[src/sv/b64dec_pkg.sv]
package b64dec_pkg;

    // Request queue between front and back. Depth must be a power of two
    // so the pointers wrap on their own.
    localparam int QDEPTH = 4;
    localparam int QPTR_W = $clog2(QDEPTH);
    localparam int QCNT_W = $clog2(QDEPTH + 1);

    // Configuration register indexes
    localparam logic [1:0] CFG_URL   = 2'd0;
    localparam logic [1:0] CFG_MODE  = 2'd1;
    localparam logic [1:0] CFG_LIMIT = 2'd2;

    // last_chunk_mode codes (code 3 acts as loose)
    localparam logic [1:0] MODE_LOOSE  = 2'd0;
    localparam logic [1:0] MODE_STRICT = 2'd1;
    localparam logic [1:0] MODE_STOP   = 2'd2;

    // Item and result codes
    localparam logic CMD_CHAR    = 1'b0;
    localparam logic CMD_END     = 1'b1;
    localparam logic KIND_DATA   = 1'b0;
    localparam logic KIND_FINISH = 1'b1;

    localparam logic [31:0] LIMIT_RESET = 32'hFFFF_FFFF;

    // Characters
    localparam logic [15:0] CH_PAD   = 16'h003D;  // '='
    localparam logic [15:0] CH_TAB   = 16'h0009;
    localparam logic [15:0] CH_LF    = 16'h000A;
    localparam logic [15:0] CH_FF    = 16'h000C;
    localparam logic [15:0] CH_CR    = 16'h000D;
    localparam logic [15:0] CH_SPACE = 16'h0020;
    localparam logic [15:0] CH_UP_A  = 16'h0041;
    localparam logic [15:0] CH_UP_Z  = 16'h005A;
    localparam logic [15:0] CH_LO_A  = 16'h0061;
    localparam logic [15:0] CH_LO_Z  = 16'h007A;
    localparam logic [15:0] CH_D0    = 16'h0030;
    localparam logic [15:0] CH_D9    = 16'h0039;
    localparam logic [15:0] CH_PLUS  = 16'h002B;
    localparam logic [15:0] CH_SLASH = 16'h002F;
    localparam logic [15:0] CH_MINUS = 16'h002D;
    localparam logic [15:0] CH_UNDER = 16'h005F;

    localparam logic [5:0] SEXTET_62 = 6'd62;
    localparam logic [5:0] SEXTET_63 = 6'd63;
    localparam logic [5:0] LOW4_MASK = 6'h0F;
    localparam logic [5:0] LOW2_MASK = 6'h03;

    // One request: up to three data bytes, then an optional finish report.
    typedef struct packed {
        logic [1:0]       nbytes;
        logic [2:0][7:0]  bytes;
        logic             fin;
        logic             failed;
        logic [31:0]      err_pos;
        logic [31:0]      rd_count;
        logic [31:0]      total;
    } job_t;

endpackage

[src/sv/base64_chunked_decoder_with_limits_top.sv]
// Streaming base64 decoder, standard or URL-safe alphabet.
//
// Item channel (item_valid / item_stall): one request per cycle unless stalled, either a
// UTF-16 code unit (cmd = 0, ch) or an end-of-string marker (cmd = 1).
// Result channel (result_valid / result_stall): data bytes (kind = 0) and
// one finish report per string (kind = 1, last = 1) with failed flag, error
// position, committed read count and byte total.
// Config port: cfg_we / cfg_index / cfg_data; index 0 url_alphabet,
// 1 last_chunk_mode, 2 byte_limit. Write only while the block is idle.
//
// Throughput: one item per cycle while the request queue has room. The
// front decodes each item in its accept cycle and pushes at most one
// request (up to three bytes plus a finish report) into a 4-deep queue.
// The back drains a request at one result per cycle while result_stall is
// low, so a chunk-completing item yields three or four results; four
// characters per chunk keep the output side ahead on plain text.
// Path: an accepted item's first result passes the queue entry, then the output register.
// Stall: result_stall holds the output register; the queue absorbs up to
// four requests, then item_stall rises.
// Reset: asynchronous, clears config to defaults, string state and queue.
module base64_chunked_decoder_with_limits_top (
    input  logic        clk,
    input  logic        rst_n,
    input  logic        cfg_we,
    input  logic [1:0]  cfg_index,
    input  logic [31:0] cfg_data,
    input  logic        item_valid,
    output logic        item_stall,
    input  logic        cmd,
    input  logic [15:0] ch,
    output logic        result_valid,
    input  logic        result_stall,
    output logic        kind,
    output logic [7:0]  data_byte,
    output logic        failed,
    output logic [31:0] error_position,
    output logic [31:0] read_count,
    output logic [31:0] bytes_total,
    output logic        last
);
    import b64dec_pkg::*;

    logic              accept;
    logic              job_push;
    job_t              job;
    job_t              head;
    logic              q_empty, q_full, q_pop;
    logic [QCNT_W-1:0] q_count;

    // stall on a full queue regardless of whether the item makes a request
    assign item_stall = q_full;
    assign accept     = item_valid && !item_stall;

    b64dec_front u_front (
        .clk       (clk),
        .rst_n     (rst_n),
        .cfg_we    (cfg_we),
        .cfg_index (cfg_index),
        .cfg_data  (cfg_data),
        .accept    (accept),
        .cmd       (cmd),
        .ch        (ch),
        .job_push  (job_push),
        .job       (job)
    );

    b64dec_queue u_queue (
        .clk      (clk),
        .rst_n    (rst_n),
        .push     (job_push),
        .push_job (job),
        .pop      (q_pop),
        .head     (head),
        .empty    (q_empty),
        .full     (q_full),
        .count    (q_count)
    );

    b64dec_back u_back (
        .clk            (clk),
        .rst_n          (rst_n),
        .head           (head),
        .empty          (q_empty),
        .pop            (q_pop),
        .result_valid   (result_valid),
        .result_stall   (result_stall),
        .kind           (kind),
        .data_byte      (data_byte),
        .failed         (failed),
        .error_position (error_position),
        .read_count     (read_count),
        .bytes_total    (bytes_total),
        .last           (last)
    );

    // A request is never dropped at a full queue.
    a_no_overflow: assert property (@(posedge clk) disable iff (!rst_n)
        !(job_push && q_full))
        else $error("request pushed into full queue");

    // Every queued request carries at least one result.
    a_job_nonempty: assert property (@(posedge clk) disable iff (!rst_n)
        job_push |-> (job.fin || job.nbytes != 2'd0))
        else $error("empty request pushed");

    // Occupancy moves by push/pop only.
    a_count_track: assert property (@(posedge clk) disable iff (!rst_n)
        (!job_push && !q_pop) |=> $stable(q_count))
        else $error("queue count changed without push or pop");

    // The back only drains a request while a finish or byte is pending.
    a_pop_nonempty: assert property (@(posedge clk) disable iff (!rst_n)
        q_pop |-> !q_empty)
        else $error("pop from empty queue");

endmodule

[src/sv/b64dec_front.sv]
module b64dec_front (
    input  logic                  clk,
    input  logic                  rst_n,
    input  logic                  cfg_we,
    input  logic [1:0]            cfg_index,
    input  logic [31:0]           cfg_data,
    input  logic                  accept,
    input  logic                  cmd,
    input  logic [15:0]           ch,
    output logic                  job_push,
    output b64dec_pkg::job_t      job
);
    import b64dec_pkg::*;

    typedef enum logic [3:0] {
        PH_COLLECT  = 4'b0001,
        PH_WANT_PAD = 4'b0010,
        PH_AFTER    = 4'b0100,
        PH_DONE     = 4'b1000
    } phase_t;

    function automatic logic [6:0] sextet_of(input logic [15:0] c, input logic url);
        logic [15:0] t;
        logic [6:0]  r;
        begin
            r = 7'h40;
            t = 16'd0;
            if (c >= CH_UP_A && c <= CH_UP_Z)
            begin
                t = c - CH_UP_A;
                r = {1'b0, t[5:0]};
            end
            else if (c >= CH_LO_A && c <= CH_LO_Z)
            begin
                t = c - CH_LO_A + 16'd26;
                r = {1'b0, t[5:0]};
            end
            else if (c >= CH_D0 && c <= CH_D9)
            begin
                t = c - CH_D0 + 16'd52;
                r = {1'b0, t[5:0]};
            end
            else if (url && c == CH_MINUS)
            begin
                r = {1'b0, SEXTET_62};
            end
            else if (url && c == CH_UNDER)
            begin
                r = {1'b0, SEXTET_63};
            end
            else if (!url && c == CH_PLUS)
            begin
                r = {1'b0, SEXTET_62};
            end
            else if (!url && c == CH_SLASH)
            begin
                r = {1'b0, SEXTET_63};
            end
            return r;
        end
    endfunction

    logic            url_reg;
    logic [1:0]      mode_reg;
    logic [31:0]     limit_reg;

    phase_t          phase_reg, phase_next;
    logic [1:0]      fill_reg, fill_next;
    logic [2:0][5:0] store_reg, store_next;
    logic [31:0]     pos_reg, pos_next;
    logic [31:0]     committed_reg, committed_next;
    logic [31:0]     emitted_reg, emitted_next;

    logic [31:0]     room;
    logic [31:0]     pos_inc;
    logic [31:0]     emitted_plus3;
    logic [6:0]      sx;
    logic            is_space;
    logic            is_pad;
    logic            stop_mode;
    logic [1:0]      part_nb;
    logic            extra_bits;

    always_ff @(posedge clk or negedge rst_n)
    begin
        if (!rst_n)
        begin
            url_reg   <= 1'b0;
            mode_reg  <= MODE_LOOSE;
            limit_reg <= LIMIT_RESET;
        end
        else if (cfg_we)
        begin
            case (cfg_index)
                CFG_URL:   url_reg   <= cfg_data[0];
                CFG_MODE:  mode_reg  <= cfg_data[1:0];
                CFG_LIMIT: limit_reg <= cfg_data;
                default:   ;
            endcase
        end
    end

    always_comb
    begin
        room          = limit_reg - emitted_reg;
        pos_inc       = pos_reg + 32'd1;
        emitted_plus3 = emitted_reg + 32'd3;
        sx            = sextet_of(ch, url_reg);
        is_space      = (ch == CH_TAB) || (ch == CH_LF) || (ch == CH_FF) ||
                        (ch == CH_CR) || (ch == CH_SPACE);
        is_pad        = (ch == CH_PAD);
        stop_mode     = (mode_reg == MODE_STOP);
        part_nb       = (fill_reg == 2'd3) ? 2'd2 : 2'd1;
        extra_bits    = (fill_reg == 2'd2) ? ((store_reg[1] & LOW4_MASK) != 6'd0)
                                           : ((store_reg[2] & LOW2_MASK) != 6'd0);

        phase_next     = phase_reg;
        fill_next      = fill_reg;
        store_next     = store_reg;
        pos_next       = pos_reg;
        committed_next = committed_reg;
        emitted_next   = emitted_reg;

        job          = '0;
        job.err_pos  = pos_reg;
        job.total    = emitted_reg;
        job.rd_count = committed_reg;
        job.bytes[0] = {store_reg[0], store_reg[1][5:4]};
        job.bytes[1] = {store_reg[1][3:0], store_reg[2][5:2]};
        job.bytes[2] = {store_reg[2][1:0], sx[5:0]};

        if (cmd == CMD_CHAR)
        begin
            case (phase_reg)
                PH_DONE: ;
                PH_AFTER:
                begin
                    if (is_space)
                    begin
                        pos_next = pos_inc;
                    end
                    else
                    begin
                        job.fin    = 1'b1;
                        job.failed = 1'b1;
                    end
                end
                PH_WANT_PAD:
                begin
                    if (is_space || is_pad)
                    begin
                        pos_next = pos_inc;
                        if (is_pad) phase_next = PH_AFTER;
                    end
                    else
                    begin
                        job.fin    = 1'b1;
                        job.failed = !stop_mode;
                    end
                end
                PH_COLLECT:
                begin
                    if (limit_reg == 32'd0)
                    begin
                        job.fin      = 1'b1;
                        job.rd_count = 32'd0;
                    end
                    else if (is_space)
                    begin
                        pos_next = pos_inc;
                    end
                    else if (is_pad)
                    begin
                        if (fill_reg < 2'd2)
                        begin
                            job.fin    = 1'b1;
                            job.failed = 1'b1;
                        end
                        else
                        begin
                            pos_next   = pos_inc;
                            phase_next = (fill_reg == 2'd2) ? PH_WANT_PAD : PH_AFTER;
                        end
                    end
                    else if (sx[6])
                    begin
                        job.fin    = 1'b1;
                        job.failed = 1'b1;
                    end
                    else if ((room == 32'd1 && fill_reg == 2'd2) ||
                             (room == 32'd2 && fill_reg == 2'd3))
                    begin
                        // next chunk part would not fit the byte cap
                        job.fin = 1'b1;
                    end
                    else
                    begin
                        pos_next = pos_inc;
                        if (fill_reg != 2'd3)
                        begin
                            store_next[fill_reg] = sx[5:0];
                            fill_next            = fill_reg + 2'd1;
                        end
                        else
                        begin
                            job.nbytes     = 2'd3;
                            fill_next      = 2'd0;
                            committed_next = pos_inc;
                            emitted_next   = emitted_plus3;
                            if (emitted_plus3 == limit_reg)
                            begin
                                job.fin      = 1'b1;
                                job.err_pos  = pos_inc;
                                job.rd_count = pos_inc;
                                job.total    = emitted_plus3;
                            end
                        end
                    end
                end
                default: ;
            endcase
            // a finish report closes the string until the end marker
            if (job.fin) phase_next = PH_DONE;
        end
        else
        begin
            case (phase_reg)
                PH_DONE: ;
                PH_WANT_PAD:
                begin
                    job.fin    = 1'b1;
                    job.failed = !stop_mode;
                end
                PH_AFTER:
                begin
                    job.fin = 1'b1;
                    if (mode_reg == MODE_STRICT && extra_bits)
                    begin
                        job.failed = 1'b1;
                    end
                    else
                    begin
                        job.nbytes   = part_nb;
                        job.rd_count = pos_reg;
                        job.total    = emitted_reg + {30'd0, part_nb};
                    end
                end
                PH_COLLECT:
                begin
                    job.fin = 1'b1;
                    if (limit_reg == 32'd0)
                    begin
                        job.rd_count = 32'd0;
                    end
                    else if (fill_reg == 2'd0 || stop_mode)
                    begin
                        job.failed = 1'b0;
                    end
                    else if (fill_reg == 2'd1 || mode_reg == MODE_STRICT)
                    begin
                        job.failed = 1'b1;
                    end
                    else
                    begin
                        job.nbytes   = part_nb;
                        job.rd_count = pos_reg;
                        job.total    = emitted_reg + {30'd0, part_nb};
                    end
                end
                default: ;
            endcase
            phase_next     = PH_COLLECT;
            fill_next      = 2'd0;
            pos_next       = 32'd0;
            committed_next = 32'd0;
            emitted_next   = 32'd0;
        end

        job_push = accept && (job.fin || job.nbytes != 2'd0);
    end

    always_ff @(posedge clk or negedge rst_n)
    begin
        if (!rst_n)
        begin
            phase_reg     <= PH_COLLECT;
            fill_reg      <= 2'd0;
            pos_reg       <= 32'd0;
            committed_reg <= 32'd0;
            emitted_reg   <= 32'd0;
        end
        else if (accept)
        begin
            phase_reg     <= phase_next;
            fill_reg      <= fill_next;
            pos_reg       <= pos_next;
            committed_reg <= committed_next;
            emitted_reg   <= emitted_next;
        end
    end

    // sextets are only read under fill_reg
    always_ff @(posedge clk)
    begin
        if (accept)
        begin
            store_reg <= store_next;
        end
    end

endmodule

[src/sv/b64dec_queue.sv]
module b64dec_queue (
    input  logic                  clk,
    input  logic                  rst_n,
    input  logic                  push,
    input  b64dec_pkg::job_t      push_job,
    input  logic                  pop,
    output b64dec_pkg::job_t      head,
    output logic                  empty,
    output logic                  full,
    output logic [b64dec_pkg::QCNT_W-1:0] count
);
    import b64dec_pkg::*;

    job_t              entry_reg [QDEPTH];
    logic [QPTR_W-1:0] wr_ptr_reg, rd_ptr_reg;
    logic [QCNT_W-1:0] count_reg, count_next;
    logic              do_push, do_pop;

    assign empty   = (count_reg == QCNT_W'(0));
    assign full    = (count_reg == QCNT_W'(QDEPTH));
    assign count   = count_reg;
    assign head    = entry_reg[rd_ptr_reg];
    assign do_push = push && !full;
    assign do_pop  = pop && !empty;

    always_comb
    begin
        count_next = count_reg;
        if (do_push && !do_pop) count_next = count_reg + QCNT_W'(1);
        if (!do_push && do_pop) count_next = count_reg - QCNT_W'(1);
    end

    always_ff @(posedge clk or negedge rst_n)
    begin
        if (!rst_n)
        begin
            wr_ptr_reg <= '0;
            rd_ptr_reg <= '0;
            count_reg  <= '0;
        end
        else
        begin
            if (do_push) wr_ptr_reg <= wr_ptr_reg + QPTR_W'(1);
            if (do_pop)  rd_ptr_reg <= rd_ptr_reg + QPTR_W'(1);
            count_reg <= count_next;
        end
    end

    always_ff @(posedge clk)
    begin
        if (do_push)
        begin
            entry_reg[wr_ptr_reg] <= push_job;
        end
    end

endmodule

[src/sv/b64dec_back.sv]
module b64dec_back (
    input  logic                  clk,
    input  logic                  rst_n,
    input  b64dec_pkg::job_t      head,
    input  logic                  empty,
    output logic                  pop,
    output logic                  result_valid,
    input  logic                  result_stall,
    output logic                  kind,
    output logic [7:0]            data_byte,
    output logic                  failed,
    output logic [31:0]           error_position,
    output logic [31:0]           read_count,
    output logic [31:0]           bytes_total,
    output logic                  last
);
    import b64dec_pkg::*;

    logic        valid_reg;
    logic [1:0]  idx_reg;
    logic        kind_reg, failed_reg, last_reg;
    logic [7:0]  byte_reg;
    logic [31:0] pos_reg, rd_reg, total_reg;

    logic        load;
    logic [2:0]  n_res;
    logic [1:0]  last_idx;
    logic        is_data;
    logic [7:0]  sel_byte;

    always_comb
    begin
        load     = (!valid_reg || !result_stall) && !empty;
        n_res    = {1'b0, head.nbytes} + {2'b00, head.fin} - 3'd1;
        last_idx = n_res[1:0];
        is_data  = (idx_reg < head.nbytes);
        case (idx_reg)
            2'd0:    sel_byte = head.bytes[0];
            2'd1:    sel_byte = head.bytes[1];
            2'd2:    sel_byte = head.bytes[2];
            default: sel_byte = 8'd0;
        endcase
        pop = load && (idx_reg == last_idx);
    end

    always_ff @(posedge clk or negedge rst_n)
    begin
        if (!rst_n)
        begin
            valid_reg <= 1'b0;
            idx_reg   <= 2'd0;
        end
        else
        begin
            if (load)
            begin
                valid_reg <= 1'b1;
                idx_reg   <= pop ? 2'd0 : idx_reg + 2'd1;
            end
            else if (!result_stall)
            begin
                valid_reg <= 1'b0;
            end
        end
    end

    always_ff @(posedge clk)
    begin
        if (load)
        begin
            kind_reg   <= is_data ? KIND_DATA : KIND_FINISH;
            byte_reg   <= is_data ? sel_byte : 8'd0;
            failed_reg <= !is_data && head.failed;
            pos_reg    <= is_data ? 32'd0 : head.err_pos;
            rd_reg     <= is_data ? 32'd0 : head.rd_count;
            total_reg  <= is_data ? 32'd0 : head.total;
            last_reg   <= !is_data;
        end
    end

    assign result_valid   = valid_reg;
    assign kind           = kind_reg;
    assign data_byte      = byte_reg;
    assign failed         = failed_reg;
    assign error_position = pos_reg;
    assign read_count     = rd_reg;
    assign bytes_total    = total_reg;
    assign last           = last_reg;

endmodule

[config.mk]
export PLATFORM = sky130hd
export DESIGN_NAME = base64_chunked_decoder_with_limits_top
export DESIGN_NICKNAME = d
export VERILOG_FILES = /design/src/sv/b64dec_pkg.sv /design/src/sv/base64_chunked_decoder_with_limits_top.sv /design/src/sv/b64dec_front.sv /design/src/sv/b64dec_queue.sv /design/src/sv/b64dec_back.sv
export SDC_FILE = /design/constraint.sdc
export NUM_CORES = 1
export LEC_CHECK = 0
export ABC_AREA = 1
export ABC_CLOCK_PERIOD_IN_PS = 9770
export BUFFER_PORTS_ARGS = -buffer_cell sky130_fd_sc_hd__clkbuf_2
export CAP_MARGIN = 30
export CORE_MARGIN = 2
export CORE_UTILIZATION = 58
export CTS_CLUSTER_DIAMETER = 100
export DETAILED_ROUTE_END_ITERATION = 10
export GPL_ROUTABILITY_DRIVEN = 0
export HOLD_SLACK_MARGIN = 0.08
export PLACE_DENSITY = 0.76
export RECOVER_POWER = 100
export SYNTH_ARGS = -nofsm -noshare
export SYNTH_HDL_FRONTEND = slang
export SYNTH_SLANG_ARGS = --single-unit
[constraint.sdc]
create_clock -name clk -period 9.77 [get_ports clk]
set_input_delay 0.4885 -clock clk [delete_from_list [all_inputs] [get_ports clk]]
set_output_delay 0.4885 -clock clk [all_outputs]
set_load 0.02 [all_outputs]
# Word-level counts from Yosys, hierarchy flattened
# Memories as Yosys holds them, arrays and structs flattened.
# Cells that the tools add are included.
# word_totals
register_bits,272
ramBits,496
out_inout_bits,109
n_memories,1
# mem_list
memory,words,word_bits,rd,rd_ports_with_merged_regs,wr,line,text
u_queue.entry_reg,4,124,1,0,1,b64dec_queue.sv:14,job_t entry_reg [QDEPTH];
# classes
add_sub_neg,17
order_cmp,10
eq_ne,47
mux,114
bitwise,6
reduce_logical,59
# ops
operator,n
32-bit two-way mux,30
96-bit two-way mux,6
64-bit two-way mux,4
64-bit one-hot mux with 2 select lines,1
98-bit two-way mux,1
32-bit one-hot mux with 3 select lines,1
"16-bit by 6-bit equality test with 1-bit output, second input constant",5
"16-bit by 4-bit equality test with 1-bit output, second input constant",4
2-bit two-way mux,28
7-bit two-way mux,7
33-bit two-way mux,1
"32-bit by 1-bit adder with 32-bit output, second input constant",1
32-bit by 2-bit adder with 32-bit output,1
"32-bit by 2-bit adder with 32-bit output, second input constant",1
"32-bit by 1-bit equality test with 1-bit output, second input constant",1
"32-bit by 2-bit equality test with 1-bit output, second input constant",1
32-bit equality test,1
"16-bit by 7-bit >= comparator with 1-bit output, second input constant",2
"16-bit by 7-bit less-or-equal comparator with 1-bit output, second input constant",2
32-bit zero test,1
4-bit two-way mux,8
32-bit subtractor,1
8-bit one-hot mux with 3 select lines,1
8-bit AND reduction,3
other kinds (53),141

# Logic depth before layout (Yosys ltp)
# Gate-level depths: netlist of run 1.
# logic_depth
word_depth,22
ltp_mapped,31
depth_no_buf,30

# Modules after synthesis
# From an unflattened synthesis of run 1, not the netlist that was laid out.
# hier_totals
hier_cells,4516
area_unflattened_um2,40314.9
# modules_own_cells
module,instances,cells_each,area_per_inst_um2,seq_area_each_um2
b64dec_queue,1,1508,20078.0,15069.5
b64dec_front,1,2604,15597.5,4010.1
b64dec_back,1,402,4629.4,3258.1
base64_chunked_decoder_with_limits_top,1,2,10.0,0.0

# Worst setup path after synthesis of run 1
# No wires, ideal clock.
# synth_path
kind,reg-to-reg
from,reg u_front.limit_reg[0]
to,"mem u_queue.entry_reg[0][0] (netlist name), enable pin"
setup_time_ns,0.609
arrival_ns,7.902
required_ns,9.161
setup_slack_ns,1.259
path_stages_with_launch,22
period_less_slack_ns,8.511
path_cell_list,dfstp_2 inv_1 ha_1 fa_1 nand3_1 a21oi_1 nand3_1 nor2_1 nand3_1 nor2_1 nand3_1 nor2_1 nand2_1 nor2_1 nand2_1 nand2_1 nand2_1 nand2_1 nand2_1 nand4_1 nand2_1 nor2_1
# synth_via
elab_chain_cells,17
# synth_rtl
element,line,text
from (decl),b64dec_front.sv:65,logic [31:0] limit_reg;
from (signal assigned),b64dec_front.sv:97,CFG_LIMIT: limit_reg <= cfg_data;
32-bit subtractor,b64dec_front.sv:105,room = limit_reg - emitted_reg;
32-bit by 1-bit equality test with 1-bit output / 32-bit by 2-bit equality test with 1-bit output (equally long branches),"b64dec_front.sv:190, b64dec_front.sv:191",
1-bit logical AND (on tied branches),"b64dec_front.sv:190, b64dec_front.sv:191",
1-bit logical OR,b64dec_front.sv:190,else if ((room == 32'd1 && fill_reg == 2'd2) ||
1-bit two-way mux / 2-bit two-way mux (equally long branches),b64dec_front.sv:190,
1-bit two-way mux / 2-bit two-way mux (equally long branches),b64dec_front.sv:185,else if (sx[6])
2-bit two-way mux,b64dec_front.sv:172,else if (is_pad)
98-bit two-way mux / 2-bit two-way mux (equally long branches),b64dec_front.sv:168,else if (is_space)
1-bit two-way mux / 2-bit two-way mux (equally long branches),b64dec_front.sv:163,if (limit_reg == 32'd0)
2-bit one-hot mux with 3 select lines / 2-bit two-way mux (equally long branches),b64dec_front.sv:134,case (phase_reg)
2-bit two-way mux,b64dec_front.sv:132,if (cmd == CMD_CHAR)
2-bit two-way mux / 2-bit nonzero test (equally long branches),"b64dec_front.sv:132, b64dec_front.sv:279",
1-bit logical OR *,b64dec_front.sv:279,job_push = accept && (job.fin || job.nbytes != 2'd0);
1-bit logical AND *,b64dec_front.sv:279,
1-bit logical AND *,b64dec_queue.sv:23,assign do_push = push && !full;
1-bit two-way mux *,b64dec_queue.sv:51,if (do_push)
1-bit two-way mux (implied by the code) *,b64dec_queue.sv:53,entry_reg[wr_ptr_reg] <= push_job;
to (decl),b64dec_queue.sv:14,
# Mark *: on every way between the ends. The rest lies on a longest branch, timed or not. The select of a mux whose other input is x is not followed.

# Final worst setup path of run 1
# layout_path
from,reg u_queue.rd_ptr_reg[0]
to,"reg u_back.rd_reg[15], in the netlist u_back.read_count[15], data pin"
# layout_via
elab_chain_cells,2
# layout_rtl
element,line,text
from (decl),b64dec_queue.sv:15,"logic [QPTR_W-1:0] wr_ptr_reg, rd_ptr_reg;"
from (signal assigned),b64dec_queue.sv:44,if (do_pop) rd_ptr_reg <= rd_ptr_reg + QPTR_W'(1);
memory read 4 x 124 bit *,-,
2-bit < comparator,b64dec_back.sv:36,is_data = (idx_reg < head.nbytes);
to (signal assigned),b64dec_back.sv:75,rd_reg <= is_data ? 32'd0 : head.rd_count;
to (decl),b64dec_back.sv:23,"logic [31:0] pos_reg, rd_reg, total_reg;"
# Mark *: on every way between the ends. The rest lies on a longest branch, timed or not.
# A chain may end at the register's enable or synchronous reset.

==> qor.yml, run 1 <==
worst_setup_path:
  criticalPathCategory: "reg -> reg"
  reg2reg_depth: 10
  cp-start-kind: "register"
  timing.rr.end: "u_back.read_count[15]"
  worst_ep_required_time_ns: 10.02
  end_kind: "register"
  critPathMaxFanout: 151
  arrival_ns: 8.05
  rrSetupSlack_ns: 1.97
  regToRegStartpoint: "u_queue.rd_ptr_reg[0]"
route:
  drc: 0
  via_per_inst: 5.97
  ant_nets: 0
  wirelength_mm: 106
  dr.pass1.iters: 6
  drt_iter0_drc: 4117
  via_count: 31051
  wire_per_inst_um: 20.3
finish:
  layout.nets: 4395
  final_core_util: 0.642
  drive_gt1_frac: 0.0703
  syn_to_final_growth_pct: 9.46
  largest_reg_flops: 496
synth:
  ys_types: 71
  yosysWarnings: 0
  avgSynthCellArea_sq_um: 9.28
  synthTopCellsByCount: "nand2_1, nor2_1, edfxtp_1, o21ai_0, inv_1"
  synth_area_leaders: "edfxtp_1, dfrtp_1, nand2_1"
  ys_seq_elements: 767
  yosysMostFrequentCell: "nand2_1"
  syn_area_sq_mm: 0.0386
  synth_ff_type: "edfxtp_1"
  synthArstFlopShare: 0.192
  synth_edf_count: 620
  synth.net_count: 4282
  synth_top_area_frac: 0.482
  yosysTopAreaCell: "edfxtp_1"
  yosysSeqAreaShare: 0.578
  synthCells: 4163
timing:
  skew_ns: 0.0227
  setup_viol: 0
  fmax_ghz: 0.128
  finalHoldViolCount: 0
  setup_ws_ns: 1.97
  slew_headroom: -1.22
  slew_violations: 896
  grt_setup_unrepaired: "false"
  fin_setup_tns_ns: 0
  worst_pin_slew_ns: 3.33
  min_period_ns: 7.80
  fin_crit_sh: 0.798
floorplan:
  die-area_sq_mm: 0.0687
  core_area_sq_mm: 0.0659
  die_h_um: 262
  io_pins: 165
  start_util: 0.587
  rows: 94
  fp.dieW_um: 262
global_route:
  antenna_found_initial: 1
  grtUsageTotal: 0.307
  grt_start_max_net_pins: 171
  grt_overflow_total: 0
  grt_pass1_vias: 28805
  grt_pass1_wl_mm: 162
clocking:
  cts_tree: "yes"
  clk_latency_ns: 0.63
  ctsLongestPathBuffers: 3
  cts_htree_levels: 3
  numCtsBuffers: 76
  cts_resized: 0
  clk_pin_slew_ns: 0.06
  root_buffer: "clkbuf_16"
  cts.sinks: 767
run_status:
  status: "finished, violations left"
  violations: "capacitance limit, slew limit"
place:
  port_buffers: 164
  place_hpwl_mm: 71.2
  dp_slack_ns: 3.48
pwr:
  cellPowerDensity_mw_per_mm2: 279
  ir_drop_uv: 270
  cellLeakagePower_nw: 16.5
hold_path:
  holdPathStages: 2
  hp-class: "in -> reg"
  whs_endpoint: "u_front.limit_reg[6]"
  hold_start: "cfg_data[6]"
flow_run:
  cap_violations: 18
## critical path, cell delays in order, from the launching register on
cell      delay (ns)
dfrtp_1         2.38
inv_6           0.17
buf_16          0.43
nand2_1         0.14
a32o_1          0.31
ha_1            0.27
o21ai_0         0.07
inv_1           0.05
nor2_1          1.58
clkbuf_2        1.60
a21oi_1         0.29
## through the flow
stage / hold WS, ns / std cells / instance area, sq um / power, mW
after detailed placement: 0.469 / 5056 / 40200 / 8.96
after global placement: 0.468 / 5053 / 40200 / 8.83
after floorplan: 0.193 / 4163 / 38600 / 7.63
after global routing: 0.104 / 5203 / 42300 / 12.4
after CTS: 0.0806 / 5199 / 42700 / 11.8
final: 0.101 / 5204 / 42300 / 11.8
## layout by cell type, fill, tap and decap left out, drive strengths merged, types with 27 or more instances in the layout
cell	netlist	routed
nand4	52	52
clkinv	6	35
nor2	750	750
edfxtp	620	620
ha	60	60
nand2	747	747
xor2	37	37
o21ai	456	456
clkbuf	112	276
nand3	206	206
inv	410	412
o22ai	63	63
dfstp	33	33
dfrtp	114	114
o211ai	27	27
nor3	45	45
a21oi	214	214
## per-layer routing
metal,global-route usage,up-vias,routed length (um)
li1,-,14494,-
met1,0.425,14619,41900
met2,0.481,1644,48600
met3,0.0469,292,10200
met4,0.145,2,4930
met5,0,-,12
## cells by family (layout without fill, tap and decap cells)
family / count (synthesis) / count (layout) / synth area share
AOI/OAI and AO/OA: 847 / 847 / 0.124
xor gates and xnor gates: 43 / 43 / 0.0101
adders and majority gates: 63 / 63 / 0.0210
buffers and inverters: 581 / 757 / 0.0583
DFF: 767 / 767 / 0.578
muxes: 15 / 15 / 0.00434
other: 0 / 1 / 0
and+or+nand+nor: 1847 / 1847 / 0.204
## where the power goes
part           leakage, nW  switching (mW)  internal (mW)
registers             7.82           0.320           4.50
clock network         1.19            1.24           1.64
logic                 7.45            3.02           1.06
total                 16.5            4.58           7.21
## area by class of cell
class	instances	area [sq um]
inverter	416	1570
multi-input combinational	2815	13800
clock inverter	46	398
timing repair buffer	200	991
antenna	1	2.50
clock buffer	95	2070
tap	864	1080
sequential	767	22300
fill	5285	23600
## timing repair
| action | 4_1_cts | 5_1_grt |
|---|---|---|
| hold buffers | 2 | 0 |
| setup buffers | 0 | 0 |
| endpoints found under the hold margin | 33 | 0 |
## how the worst max path moves through the flow
stage	startpoint	to	slack, ns	depth (start not counted)
floorplan	u_front.limit_reg[0]	u_queue.entry_reg[0][0]	1.26	21
global placement	u_front.fill_reg[1]	u_queue.entry_reg[0][11]	3.35	18
detailed placement	u_front.fill_reg[1]	u_queue.entry_reg[2][17]	3.48	18
CTS	u_front.fill_reg[1]	u_queue.entry_reg[2][12]	3.45	18
global route	u_queue.rd_ptr_reg[0]	u_back.failed	1.52	10
finish	u_queue.rd_ptr_reg[0]	u_back.read_count[15]	1.97	10
Note: power is estimated with default switching activity, not from simulation.
==> run 2: changes to the inputs <==
--- a/config.mk
+++ b/config.mk
@@ -6,11 +6,11 @@
 export NUM_CORES = 1
 export LEC_CHECK = 0
 export ABC_AREA = 1
-export ABC_CLOCK_PERIOD_IN_PS = 9770
+export ABC_CLOCK_PERIOD_IN_PS = 6400
 export BUFFER_PORTS_ARGS = -buffer_cell sky130_fd_sc_hd__clkbuf_2
 export CAP_MARGIN = 30
 export CORE_MARGIN = 2
-export CORE_UTILIZATION = 58
+export CORE_UTILIZATION = 56
 export CTS_CLUSTER_DIAMETER = 100
 export DETAILED_ROUTE_END_ITERATION = 10
 export GPL_ROUTABILITY_DRIVEN = 0
==> constraint.sdc (replaced) <==
create_clock -name clk -period 6.4 [get_ports clk]
set_input_delay 0.32 -clock clk [delete_from_list [all_inputs] [get_ports clk]]
set_output_delay 0.32 -clock clk [all_outputs]
set_load 0.02 [all_outputs]
==> run 2 against run 1 <==
Effect of this change:
- the flow still finishes with violations (capacitance limit, slew limit)
- clock skew up 0.0095 ns
- design area up 1.3%
- clock power up 58%
- hold slack better by 0.040 ns
- routed wire length up 2.1%
- register-to-register slack worse by 1.5 ns
- sequential cell count unchanged
- largest cell class unchanged
- largest power group unchanged
==> qor.yml, run 2 (synthesis results as in run 1) <==
run_status:
  status: "finished, violations left"
  violations: "capacitance limit, slew limit"
hold_path:
  hold_start: "cfg_data[0]"
  holdPathStages: 3  # +1
  whs_endpoint: "u_front.url_reg"
  hp-class: "in -> reg"
timing:
  fin_crit_sh: 0.921  # +0.123
  setup_viol: 0  # unchanged
  fmax_ghz: 0.170  # +32%
  fin_setup_tns_ns: 0  # unchanged
  min_period_ns: 5.89  # -1.90 ns
  grt_setup_unrepaired: "false"
  slew_headroom: -1.14  # +0.0793
  finalHoldViolCount: 0  # unchanged
  hold_slack_ns: 0.142  # +0.0405 ns
  slew_violations: 401  # -55%
  skew_ns: 0.0322  # +0.00953 ns
  worst_pin_slew_ns: 3.21  # -0.119 ns
worst_setup_path:
  path_cells: "inv_1 -> ha_1 -> nor2_1 -> inv_1 -> nor2_1 -> inv_1 -> nor2_1 -> nor2_1 -> nor2_1 -> nand2_1 -> clkbuf_1 -> inv_1 -> nand4_1 -> o21ai_0 -> inv_1 -> o21ai_0"
  timing.rr.end: "u_queue.entry_reg[2][23]"
  worst_ep_required_time_ns: 6.69  # -3.33 ns
  crit_slowest_cell: "inv_1"
  rrSetupSlack_ns: 0.51  # -1.47 ns
  criticalPathCategory: "reg -> reg"
  regToRegStartpoint: "u_front.fill_reg[1]"
  cp_top_family: "buffers and inverters"
  reg2reg_depth: 16  # +6
  crit_buf_inv: 6  # +2
  end_kind: "register"
  slowest_delay_ns: 0.78  # -1.60 ns
  critPathMaxFanout: 25  # -83%
  arrival_ns: 6.19  # -1.86 ns
  cp-start-kind: "register"
global_route:
  grt_pass1_vias: 28983  # +0.62%
  antenna_found_initial: 4  # +3
  grt_start_max_net_pins: 152  # -11%
  grtUsageTotal: 0.299  # -0.00838
  grt_overflow_total: 0  # unchanged
  grt_pass1_wl_mm: 164  # +0.82%
clocking:
  numCtsBuffers: 79  # +3.9%
  clk_pin_slew_ns: 0.06  # about the same
  clk_latency_ns: 0.64  # about the same
  post-cts-setup-buffer-count: 0  # unchanged
  root_buffer: "clkbuf_16"
  cts_htree_levels: 3  # unchanged
  cts.sinks: 767  # unchanged
  ctsLongestPathBuffers: 3  # unchanged
  cts_tree: "yes"
route:
  via_count: 31428  # +1.2%
  dr.pass1.iters: 7  # +1
  wire_per_inst_um: 20.5  # +1.0%
  wirelength_mm: 108  # +2.1%
  via_per_inst: 5.97  # +0.14%
  drc: 0  # unchanged
  ant_nets: 0  # unchanged
  drt_iter0_drc: 3945  # -4.2%
floorplan:
  die_h_um: 267  # +1.7%
  start_util: 0.564  # -0.0223
  core_area_sq_mm: 0.0685  # +4.0%
  die-area_sq_mm: 0.0711  # +3.5%
  fp.dieW_um: 267  # +1.7%
  rows: 96  # +2.1%
  io_pins: 165  # unchanged
place:
  place_hpwl_mm: 72.2  # +1.4%
  place_inst: 5078  # +0.44%
  port_buffers: 164  # unchanged
finish:
  diodes: 0  # -1
  largest_reg_flops: 496  # unchanged
  final_common_cell: "nand2_1"
  final_cell_mix: "nand2_1, nor2_1, edfxtp_1, o21ai_0, inv_1"
  drive_gt1_frac: 0.0749  # +0.00463
  syn_to_final_growth_pct: 10.9
  instances_no_fill: 5260  # +1.1%
  layout.nets: 4432  # +0.84%
pwr:
  ir_drop_uv: 337  # +25%
  cellLeakagePower_nw: 16.7  # +1.5%
  cellPowerDensity_mw_per_mm2: 425  # +53%
flow_run:
  cap_violations: 7  # -11
[run 2: power by group]
group / switching (mW) / internal (mW) / leakage [nW]
logic: 4.76 / 1.61 / 7.60
clock network: 1.92 / 2.64 / 1.29
registers: 0.443 / 6.86 / 7.82
[run 2: tightest hold or removal path, cell delays in order]
cell and delay [ns]:
clkbuf_2 0.08, inv_1 0.14, o21ai_0 0.20
[run 2: layout make-up]
class	instances	area, sq um
Inverter	416	1570
Timing Repair Buffer	234	1340
Clock buffer	110	2240
Clock inverter	36	360
Multi-Input combinational cell	2815	13900
Sequential cell	767	22300
Tap cell	882	1100
Fill cell	5474	25600
[run 2: how the worst max path moves through the flow]
stage               cells after the start  slack, ns                        to                   start
floorplan                              21      -0.06   u_queue.entry_reg[0][0]    u_front.limit_reg[0]
global placement                       19       1.29  u_queue.entry_reg[1][16]     u_front.fill_reg[1]
detailed placement                     19       1.22  u_queue.entry_reg[1][15]     u_front.fill_reg[1]
CTS                                    19       1.20  u_queue.entry_reg[1][22]     u_front.fill_reg[1]
global route                           22       0.45  u_queue.entry_reg[1][56]  u_front.emitted_reg[1]
finish                                 16       0.51  u_queue.entry_reg[2][23]     u_front.fill_reg[1]
[run 2: through the flow]
step / instance area, sq um / utilization / setup WS, ns / power (mW)
after CTS: 43300 / 0.632 / 1.20 / 18.3
final: 42800 / 0.626 / 0.506 / 18.2
after global placement: 40300 / 0.589 / 1.29 / 13.6
after detailed placement: 40300 / 0.589 / 1.22 / 13.8
after floorplan: 38600 / - / -0.0556 / 11.6
after global routing: 42800 / 0.626 / 0.446 / 19.2
[run 2: what timing repair did]
action	CTS	global route
endpoints found under the hold margin	85	0
gates resized for setup	0	0
hold buffers	34	0
[run 2: metal layers]
metal	vias up	wire length, um	GRT usage
met2	1747	48500	0.458
met3	328	11000	0.0534
met4	4	5380	0.148
li1	14573	-	-
met1	14776	42900	0.413
met5	-	32	0
